===== src/design/mag_enc_pkg.sv =====
// Shared types and constants for the magnetic encoder angle and speed core.
// Depends on nothing; compile before the interfaces and the core.
`timescale 1ns / 1ps
`default_nettype none

package mag_enc_pkg;

  // Encoder word and turn geometry
  localparam int COUNT_BITS      = 12;
  localparam int COUNTS_PER_TURN = 1 << COUNT_BITS;
  localparam int HALF_TURN       = COUNTS_PER_TURN / 2;

  // Pole-pair sectors of the electrical angle
  localparam int SECTOR_COUNTS = 372;
  localparam int HALF_SECTOR   = 186;
  localparam int SECTOR_NUM    = 11;
  localparam int SECTOR_LIMIT  = SECTOR_NUM * SECTOR_COUNTS;
  localparam int ANGLE_GAIN    = 'hB0;

  // Result field widths
  localparam int ANGLE_BITS = 16;
  localparam int SPEED_BITS = 16;
  localparam int SCALE_BITS = 16;

  // Register file
  localparam int                    CFG_DATA_BITS = 32;
  localparam int                    CFG_ADDR_BITS = 3;
  localparam logic                  REG_POSITION_OFFSET = 1'b0;
  localparam logic                  REG_SPEED_SCALE     = 1'b1;
  localparam logic [SCALE_BITS-1:0] SPEED_SCALE_RESET   = 16'd10000;

  typedef enum logic {
    ACT_SAMPLE = 1'b0,
    ACT_TICK   = 1'b1
  } action_t;

endpackage

`default_nettype wire


===== src/design/mag_enc_in_if.sv =====
// Input channel of the encoder core: valid/ready plus one encoder item.
// Depends on mag_enc_pkg.
`timescale 1ns / 1ps
`default_nettype none

interface mag_enc_in_if;
  import mag_enc_pkg::*;

  logic                  valid;
  logic                  ready;
  logic                  action;
  logic [COUNT_BITS-1:0] raw_position;

  modport source (output valid, action, raw_position, input ready);
  modport sink   (input valid, action, raw_position, output ready);
endinterface

`default_nettype wire


===== src/design/mag_enc_out_if.sv =====
// Result channel of the encoder core: valid/ready plus angle and speed.
// Depends on mag_enc_pkg.
`timescale 1ns / 1ps
`default_nettype none

interface mag_enc_out_if;
  import mag_enc_pkg::*;

  logic                         valid;
  logic                         ready;
  logic signed [ANGLE_BITS-1:0] electrical_angle;
  logic signed [SPEED_BITS-1:0] mech_speed;

  modport source (output valid, electrical_angle, mech_speed, input ready);
  modport sink   (input valid, electrical_angle, mech_speed, output ready);
endinterface

`default_nettype wire


===== src/design/magnetic_encoder_angle_speed_core.sv =====
// Magnetic encoder core: electrical angle and filtered mechanical speed.
// A result is registered in stage 1 and again in the output register.
// Throughput: one item per cycle unless the output stalls, ticks included.
// The stage register and the output register both advance while the output is
// free, so an item is taken while a finished result still waits.
// Reset (rst_n low, synchronous) clears state and valids; scale resets to 10000.
`timescale 1ns / 1ps
`default_nettype none

module magnetic_encoder_angle_speed_core #(
  parameter int FILTER_FRACTION_BITS = 8
) (
  input  wire                                   clk,
  input  wire                                   rst_n,
  mag_enc_in_if.sink                            in_chan,
  mag_enc_out_if.source                         out_chan,
  input  wire                                   psel,
  input  wire                                   penable,
  input  wire                                   pwrite,
  input  wire [mag_enc_pkg::CFG_ADDR_BITS-1:0]  paddr,
  input  wire [mag_enc_pkg::CFG_DATA_BITS-1:0]  pwdata,
  output logic [mag_enc_pkg::CFG_DATA_BITS-1:0] prdata,
  output logic                                  pready
);
  import mag_enc_pkg::*;

  // Filter state width, its numerator width, and the reciprocal for divide by 5
  localparam int FW = COUNT_BITS + FILTER_FRACTION_BITS;
  localparam int NW = FW + 3;
  localparam logic [NW:0] DIV5_MUL = (NW+1)'(((64'd1 << (NW + 3)) + 64'd4) / 64'd5);
  localparam int SPW = FW + SCALE_BITS - 1;

  // ---------------------------------------------------------------------------
  // Configuration registers. Word addressed: the low two address bits are
  // ignored, so every write lands on one of the two registers.
  // ---------------------------------------------------------------------------
  logic [COUNT_BITS-1:0] position_offset_r;
  logic [SCALE_BITS-1:0] speed_scale_r;
  logic                  cfg_idx;
  logic                  cfg_wr;

  assign pready  = 1'b1;
  assign cfg_idx = paddr[2];
  assign cfg_wr  = psel && penable && pwrite && pready;

  always_ff @(posedge clk) begin
    if (!rst_n) begin
      position_offset_r <= '0;
      speed_scale_r     <= SPEED_SCALE_RESET;
    end else if (cfg_wr) begin
      case (cfg_idx)
        REG_POSITION_OFFSET: position_offset_r <= pwdata[COUNT_BITS-1:0];
        REG_SPEED_SCALE:     speed_scale_r     <= pwdata[SCALE_BITS-1:0];
        default:             ;
      endcase
    end
  end

  always_comb begin
    case (cfg_idx)
      REG_POSITION_OFFSET: prdata = CFG_DATA_BITS'(position_offset_r);
      REG_SPEED_SCALE:     prdata = CFG_DATA_BITS'(speed_scale_r);
      default:             prdata = '0;
    endcase
  end

  // ---------------------------------------------------------------------------
  // Handshake. Stage 1 holds the last sample's angle and last tick's filter state,
  // the output register the finished result. The output advances when empty or
  // taken; stage 1 when it is empty or the output advances.
  // ---------------------------------------------------------------------------
  logic s1_valid_r;
  logic s1_tick_r;
  logic out_valid_r;
  logic out_adv;
  logic s1_free;
  logic in_fire;
  logic in_is_tick;

  assign out_adv       = !out_valid_r || out_chan.ready;
  assign s1_free       = !s1_valid_r || out_adv;
  assign in_chan.ready = s1_free;
  assign in_fire       = in_chan.valid && s1_free;
  assign in_is_tick    = (in_chan.action == ACT_TICK);

  // ---------------------------------------------------------------------------
  // Sample path: offset-corrected count, sector remainder, electrical angle.
  // ---------------------------------------------------------------------------
  logic        [COUNT_BITS-1:0] ang_pos;
  logic        [COUNT_BITS-1:0] sect_base;
  logic        [8:0]            sect_rem;
  logic                         at_limit;
  logic        [9:0]            ang_ofs;
  logic signed [ANGLE_BITS-1:0] ang_ofs_w;
  logic signed [ANGLE_BITS-1:0] angle_nxt;

  // Mod by the turn is the natural wrap of the 12-bit subtract
  assign ang_pos  = in_chan.raw_position - position_offset_r;
  assign at_limit = (ang_pos >= COUNT_BITS'(SECTOR_LIMIT));

  // Pick the highest sector start at or below the count; compares are parallel
  always_comb begin
    sect_base = '0;
    for (int k = 1; k <= SECTOR_NUM; k++) begin
      if (ang_pos >= COUNT_BITS'(k * SECTOR_COUNTS)) begin
        sect_base = COUNT_BITS'(k * SECTOR_COUNTS);
      end
    end
  end

  assign sect_rem = 9'(ang_pos - sect_base);

  // Past the last full sector the remainder is used without centering
  assign ang_ofs   = {1'b0, sect_rem} - (at_limit ? 10'd0 : 10'(HALF_SECTOR));
  assign ang_ofs_w = ANGLE_BITS'($signed(ang_ofs));
  assign angle_nxt = ang_ofs_w * $signed(ANGLE_BITS'(ANGLE_GAIN));

  // ---------------------------------------------------------------------------
  // Speed tick, first half: wrapped difference and filter update.
  // f_new = round((4*f + d*2^F) / 5), half away from zero, done on the
  // magnitude with a reciprocal multiply that is exact over the numerator range.
  // ---------------------------------------------------------------------------
  logic        [COUNT_BITS-1:0] latest_pos_r;
  logic        [COUNT_BITS-1:0] prev_pos_r;
  logic signed [FW-1:0]         filt_r;
  logic signed [ANGLE_BITS-1:0] angle_r;

  logic        [COUNT_BITS-1:0] diff_u;
  logic signed [COUNT_BITS:0]   pos_diff;
  logic signed [NW-1:0]         filt_n;
  logic signed [NW-1:0]         diff_n;
  logic signed [NW-1:0]         num;
  logic                         num_neg;
  logic        [NW-1:0]         num_mag;
  logic        [NW-1:0]         mag_rnd;
  logic        [2*NW:0]         prod5;
  logic        [FW-1:0]         quot5;
  logic signed [FW-1:0]         filt_nxt;

  // Exactly half a turn counts as forward
  assign diff_u   = latest_pos_r - prev_pos_r;
  assign pos_diff = (diff_u > COUNT_BITS'(HALF_TURN)) ? $signed({1'b1, diff_u})
                                                      : $signed({1'b0, diff_u});

  assign filt_n  = NW'(filt_r) <<< 2;
  assign diff_n  = NW'(pos_diff) <<< FILTER_FRACTION_BITS;
  assign num     = filt_n + diff_n;
  assign num_neg = num[NW-1];
  assign num_mag = num_neg ? NW'(-num) : NW'(num);
  assign mag_rnd = num_mag + NW'(2);
  assign prod5   = (2*NW+1)'(mag_rnd) * (2*NW+1)'(DIV5_MUL);
  assign quot5   = prod5[NW+3+FW-1:NW+3];

  // The filter settles one count short of the positive limit, so it never
  // leaves the state width and needs no clamp
  assign filt_nxt = num_neg ? -$signed(quot5) : $signed(quot5);

  always_ff @(posedge clk) begin
    if (!rst_n) begin
      s1_valid_r   <= 1'b0;
      s1_tick_r    <= 1'b0;
      latest_pos_r <= '0;
      prev_pos_r   <= '0;
      filt_r       <= '0;
      angle_r      <= '0;
    end else begin
      if (s1_free) begin
        s1_valid_r <= in_fire;
      end
      if (in_fire) begin
        s1_tick_r <= in_is_tick;
        if (in_is_tick) begin
          filt_r     <= filt_nxt;
          prev_pos_r <= latest_pos_r;
        end else begin
          latest_pos_r <= in_chan.raw_position;
          angle_r      <= angle_nxt;
        end
      end
    end
  end

  // ---------------------------------------------------------------------------
  // Speed tick, second half: scale the registered filter value.
  // speed = round(f * scale / 2^(12+F)), half away from zero. The magnitude of
  // f stays below 2^(FW-1), so the quotient stays within 15 bits and fits
  // int16 without a clamp.
  // ---------------------------------------------------------------------------
  logic                         filt_neg;
  logic        [FW-1:0]         filt_abs;
  logic        [SPW-1:0]        spd_prod;
  logic        [SPW-1:0]        spd_rnd;
  logic        [SPW-FW-1:0]     spd_q;
  logic signed [SPEED_BITS-1:0] speed_nxt;
  logic signed [ANGLE_BITS-1:0] out_angle_r;
  logic signed [SPEED_BITS-1:0] out_speed_r;

  assign filt_neg  = filt_r[FW-1];
  assign filt_abs  = filt_neg ? FW'(-filt_r) : FW'(filt_r);
  assign spd_prod  = SPW'(filt_abs[FW-2:0]) * SPW'(speed_scale_r);
  assign spd_rnd   = spd_prod + (SPW'(1) << (FW - 1));
  assign spd_q     = spd_rnd[SPW-1:FW];
  assign speed_nxt = filt_neg ? -$signed(SPEED_BITS'(spd_q)) : $signed(SPEED_BITS'(spd_q));

  // The output speed doubles as the held speed register
  always_ff @(posedge clk) begin
    if (!rst_n) begin
      out_valid_r <= 1'b0;
      out_angle_r <= '0;
      out_speed_r <= '0;
    end else if (out_adv) begin
      out_valid_r <= s1_valid_r;
      if (s1_valid_r) begin
        out_angle_r <= angle_r;
        if (s1_tick_r) begin
          out_speed_r <= speed_nxt;
        end
      end
    end
  end

  assign out_chan.valid            = out_valid_r;
  assign out_chan.electrical_angle = out_angle_r;
  assign out_chan.mech_speed       = out_speed_r;

  // ---------------------------------------------------------------------------
  // Assertions
  // ---------------------------------------------------------------------------
  a_ready_only_on_full_stall: assert property (@(posedge clk) disable iff (!rst_n)
    !in_chan.ready |-> (s1_valid_r && out_valid_r && !out_chan.ready))
    else $error("input stalled without a full pipeline");

  a_stage_reaches_output: assert property (@(posedge clk) disable iff (!rst_n)
    (s1_valid_r && out_adv) |=> out_valid_r)
    else $error("stage 1 item lost on its way to the output");

  a_speed_held_on_sample: assert property (@(posedge clk) disable iff (!rst_n)
    (out_adv && s1_valid_r && !s1_tick_r) |=> (out_speed_r == $past(out_speed_r)))
    else $error("speed changed on a sample item");

  a_filter_in_range: assert property (@(posedge clk) disable iff (!rst_n)
    filt_r != {1'b1, {(FW-1){1'b0}}})
    else $error("filter state reached the negative limit");

endmodule

`default_nettype wire


===== src/flat_wrapper.sv =====
// flat-port wrapper written by rule: the top's interface ports become plain ports
module magnetic_encoder_angle_speed_core_flat import mag_enc_pkg::*;
#(
  parameter int FILTER_FRACTION_BITS = 8
)
  (clk, rst_n, psel, penable, pwrite, paddr, pwdata, prdata, pready, in_chan_valid, in_chan_action, in_chan_raw_position, in_chan_ready, out_chan_valid, out_chan_electrical_angle, out_chan_mech_speed, out_chan_ready);
  mag_enc_in_if in_chan_i ();
  mag_enc_out_if out_chan_i ();
  input  wire clk;
  input  wire rst_n;
  input  wire psel;
  input  wire penable;
  input  wire pwrite;
  input  wire [mag_enc_pkg::CFG_ADDR_BITS-1:0] paddr;
  input  wire [mag_enc_pkg::CFG_DATA_BITS-1:0] pwdata;
  output logic [mag_enc_pkg::CFG_DATA_BITS-1:0] prdata;
  output logic pready;
  input wire logic [$bits(in_chan_i.valid)-1:0] in_chan_valid;
  input wire logic [$bits(in_chan_i.action)-1:0] in_chan_action;
  input wire logic [$bits(in_chan_i.raw_position)-1:0] in_chan_raw_position;
  output wire logic [$bits(in_chan_i.ready)-1:0] in_chan_ready;
  output wire logic [$bits(out_chan_i.valid)-1:0] out_chan_valid;
  output wire logic [$bits(out_chan_i.electrical_angle)-1:0] out_chan_electrical_angle;
  output wire logic [$bits(out_chan_i.mech_speed)-1:0] out_chan_mech_speed;
  input wire logic [$bits(out_chan_i.ready)-1:0] out_chan_ready;
  assign in_chan_i.valid = in_chan_valid;
  assign in_chan_i.action = in_chan_action;
  assign in_chan_i.raw_position = in_chan_raw_position;
  assign in_chan_ready = in_chan_i.ready;
  assign out_chan_valid = out_chan_i.valid;
  assign out_chan_electrical_angle = out_chan_i.electrical_angle;
  assign out_chan_mech_speed = out_chan_i.mech_speed;
  assign out_chan_i.ready = out_chan_ready;
  magnetic_encoder_angle_speed_core #(.FILTER_FRACTION_BITS(FILTER_FRACTION_BITS)) u_core (.clk(clk), .rst_n(rst_n), .in_chan(in_chan_i), .out_chan(out_chan_i), .psel(psel), .penable(penable), .pwrite(pwrite), .paddr(paddr), .pwdata(pwdata), .prdata(prdata), .pready(pready));
endmodule

===== config.mk =====
export PLATFORM = sky130hd
export DESIGN_NAME = magnetic_encoder_angle_speed_core_flat
export DESIGN_NICKNAME = d
export VERILOG_FILES = /design/src/design/mag_enc_pkg.sv /design/src/design/mag_enc_in_if.sv /design/src/design/mag_enc_out_if.sv /design/src/design/magnetic_encoder_angle_speed_core.sv /design/src/flat_wrapper.sv
export SDC_FILE = /design/constraint.sdc
export NUM_CORES = 2
export LEC_CHECK = 0
export ABC_AREA = 1
export BUFFER_PORTS_ARGS = -buffer_cell sky130_fd_sc_hd__buf_4
export CORE_UTILIZATION = 45
export CTS_CLUSTER_DIAMETER = 80
export DETAILED_ROUTE_END_ITERATION = 10
export REMOVE_ABC_BUFFERS = 1
export SLEW_MARGIN = 20
export SYNTH_ARGS = -nofsm -noshare
export SYNTH_HDL_FRONTEND = slang
export SYNTH_SLANG_ARGS = --single-unit

===== constraint.sdc =====
create_clock -name clk -period 31.7 [get_ports clk]
set_clock_uncertainty 0.15 [all_clocks]
set_input_delay 4.755 -clock clk [delete_from_list [all_inputs] [get_ports clk]]
set_output_delay 4.755 -clock clk [all_outputs]
set_load 0.1 [all_outputs]

==> metrics.csv <==
stage;metric;value;unit
synthesis;Post-synth EDFFs;0;
floorplan;Die Y;247;um
floorplan;Core ar.;59100;um^2
setup_path;CP Depth;55;
clock_network;clk sink count;115;
clock_network;CTS tree;built;
drt;initial DRC count;1431;
placement;port buffer count;82;
clock_network;post-CTS setup buffers;0;
min_path;Min-Delay Path Class;flip-flop to flip-flop;
setup_path;CP endpoint kind;flip-flop;
clock_network;H-tree depth;4;
synthesis;Mean Syn Cell Area;7.51;um^2
timing;worst slew pin tran;1.10;ns
clock_network;CTS clk-pin slew, worst paths;0.06;ns
synthesis;post-synthesis mux area share;0;
job;Maximum Capacitance Violations;0;
synthesis;Synth warnings;0;
clock_network;Worst-Skew Late Latency;0.46;ns
synthesis;Adder-Cell Fraction of Synth Area;0.458;
timing;Rel. slew slack;0.263;
setup_path;Buf/Inv on CP;12;
drt;DR WL/cell;16.9;um
synthesis;most used flip-flop cell after synthesis;dfxtp_1;
global_route;vias in the first global route;22600;
cells_and_area;commonest non-fill, non-tap cells in the layout;843 x inv_1, 638 x nand2_1, 380 x ha_1;
min_path;WHS Path Cells;2;
synthesis;Seq cells post-synth;115;
drt;DRC viols;4;
status;status;finished with violations;
synthesis;largest family of logic cells by synthesized area;adder cells;
floorplan;die width;247;um
timing;Tmin final;12.06;ns
synthesis;Async S/R FF share, synth;0;
timing;Final Setup Violations;0;
synthesis;Synth Area in Simple Gates;0.184;
timing;Setup Total Neg Slack;0;ns
placement;routability congestion estimate from global placement;0.934;
clock_network;CTS Buf Count;17;
cells_and_area;Layout area overhead;7.18;%
timing;Fin Hold WS;0.309;ns
setup_path;Crit Path Class;flip-flop to flip-flop;
drt;DR vias;22600;
timing;max frequency;82.9;MHz
drt;antenna viol nets, final;0;
setup_path;Critical Path Fanout Max;35;
floorplan;io pins;122;
drt;DRT Wirelength;74600;um
synthesis;post-synthesis instance area;26900;um^2
floorplan;row count;89;
drt;First-pass DRT Iterations;9;
placement;DP HPWL;63200;um
floorplan;Initial Utilization;0.456;
clock_network;# hold bufs at CTS;0;
cells_and_area;final instance area;28900;um^2
setup_path;CP Data Required Time;31.90;ns
global_route;grt total ovfl;0;
global_route;GR Util All Layers;0.257;
timing;Max Slew Vio Count;0;
cells_and_area;nets@finish;4444;
setup_path;CP Data Arrival Time;12.27;ns
clock_network;Root Buffer;clkbuf_16;
placement;Cell Area, Placed;28300;um^2
synthesis;xor/xnor cell area share of the yosys netlist;0.0364;
global_route;first-pass GRT wire length;121000;um
drt;DR vias/cell;5.12;
cells_and_area;antenna fix cells;0;
setup_path;CP top delay family;adder cells;
cells_and_area;share of layout cells above drive strength 1;0.0596;
synthesis;sequential-to-total area share from yosys stat;0.0855;
synthesis;Synth Area in Compound Gates;0.0990;
timing;final hold vios;0;
setup_path;critical path's largest stage delay;0.62;ns
floorplan;DIE AREA;60800;um^2
setup_path;Slowest-stage cell, CP;fa_1;
timing;RSZ-0062 raised after global routing;no;
cells_and_area;utilization after layout;0.488;
global_route;initial antenna violation count;3;
clock_network;CTS max path bufs;2;
setup_path;cell depth of the worst flop-to-flop path;55;
global_route;largest net degree at the start of global routing;43;
synthesis;Syn Inst Count;3589;
clock_network;PostCTS Resize Cnt;0;
timing;Final Cycle Share;0.381;
synthesis;Distinct cells, synth;62;
cells_and_area;commonest non-fill, non-tap cell in the layout;inv_1;
status;failing checks;DRC;
setup_path;CP Launch Type;flip-flop;
-- worst reg2reg max path: cells and delay by family, from the launching register on --
kind                     cells  cell delay [ns]
AND/OR/NAND/NOR             17             2.01
XOR/XNOR                     3             0.95
AO/OA/AOI/OAI               12             2.32
buffers and inverters       12             1.33
adder cells (fa/ha/maj)     11             4.90
flip-flops                   1             0.30
-- registers in the layout, summed over array words and instances (netlist names) --
register,flops
u_core.angle_r,12
u_core.filt_r,20
u_core.latest_pos_r,12
u_core.out_chan.electrical_angle,12
u_core.out_chan.mech_speed,16
u_core.out_chan.valid,1
u_core.position_offset_r,12
u_core.prev_pos_r,12
u_core.s1_tick_r,1
u_core.s1_valid_r,1
u_core.speed_scale_r,16
-- area by class of cell --
| type | count | area [um^2] |
|---|---|---|
| clock buffers | 17 | 425 |
| clock inverters | 15 | 148 |
| fillers | 5914 | 30300 |
| inverters | 862 | 3240 |
| multi-input cells | 2532 | 21000 |
| flip-flops and latches | 115 | 2300 |
| well taps | 773 | 967 |
| repair buffers | 102 | 766 |
-- cells by family (layout without fill, tap and decap cells) --
family,Yosys count,after routing
simple gates,1173,1173
xor+xnor,105,105
other cells,2,22
buf+inv,962,996
compound gates,473,473
flops,115,115
fa+ha+maj,759,759
-- cells in the mapped netlist, drive strengths merged (8+ instances only) --
master / count / area, um^2
o21bai: 14 / 113
nor2: 298 / 1140
a21o: 10 / 75.1
clkinv: 8 / 30.0
clkbuf: 75 / 282
nor4: 11 / 68.8
a22o: 13 / 114
ha: 380 / 4750
dfxtp: 115 / 2300
inv: 854 / 3210
nand2: 665 / 2590
nand4: 26 / 163
xor2: 73 / 692
a21oi: 192 / 980
buf: 25 / 174
o21a: 11 / 82.6
o21ai: 179 / 903
xnor2: 32 / 288
nor3: 34 / 190
nand3: 116 / 646
a31oi: 26 / 169
fa: 379 / 7590
-- path summary, 6_finish.rpt --
kind | from | endpoint | slack (ns)
setup / recovery | u_core.latest_pos_r[0] | u_core.filt_r[14] | 19.64
hold / removal | u_core.angle_r[14] | u_core.angle_r[14] | 0.31
setup reg to reg | u_core.latest_pos_r[0] | u_core.filt_r[14] | 19.64
hold reg to reg | u_core.angle_r[14] | u_core.angle_r[14] | 0.31
-- metrics by stage --
stage	instances	setup slack, ns
after floorplan	3509	19.87
after global placement	4384	19.27
after detailed placement	4384	19.28
after CTS	4416	19.69
after global routing	4416	18.85
final	4416	19.64
-- routing by layer --
metal,track usage,part of all wire
met1,0.358,0.46
met2,0.411,0.44
met3,0.0466,0.072
met4,0.0581,0.020
met5,0,0
Power is left out: the tool's default activity adds up to more than one toggle a clock period on the data nets, which glitch-free logic cannot reach.
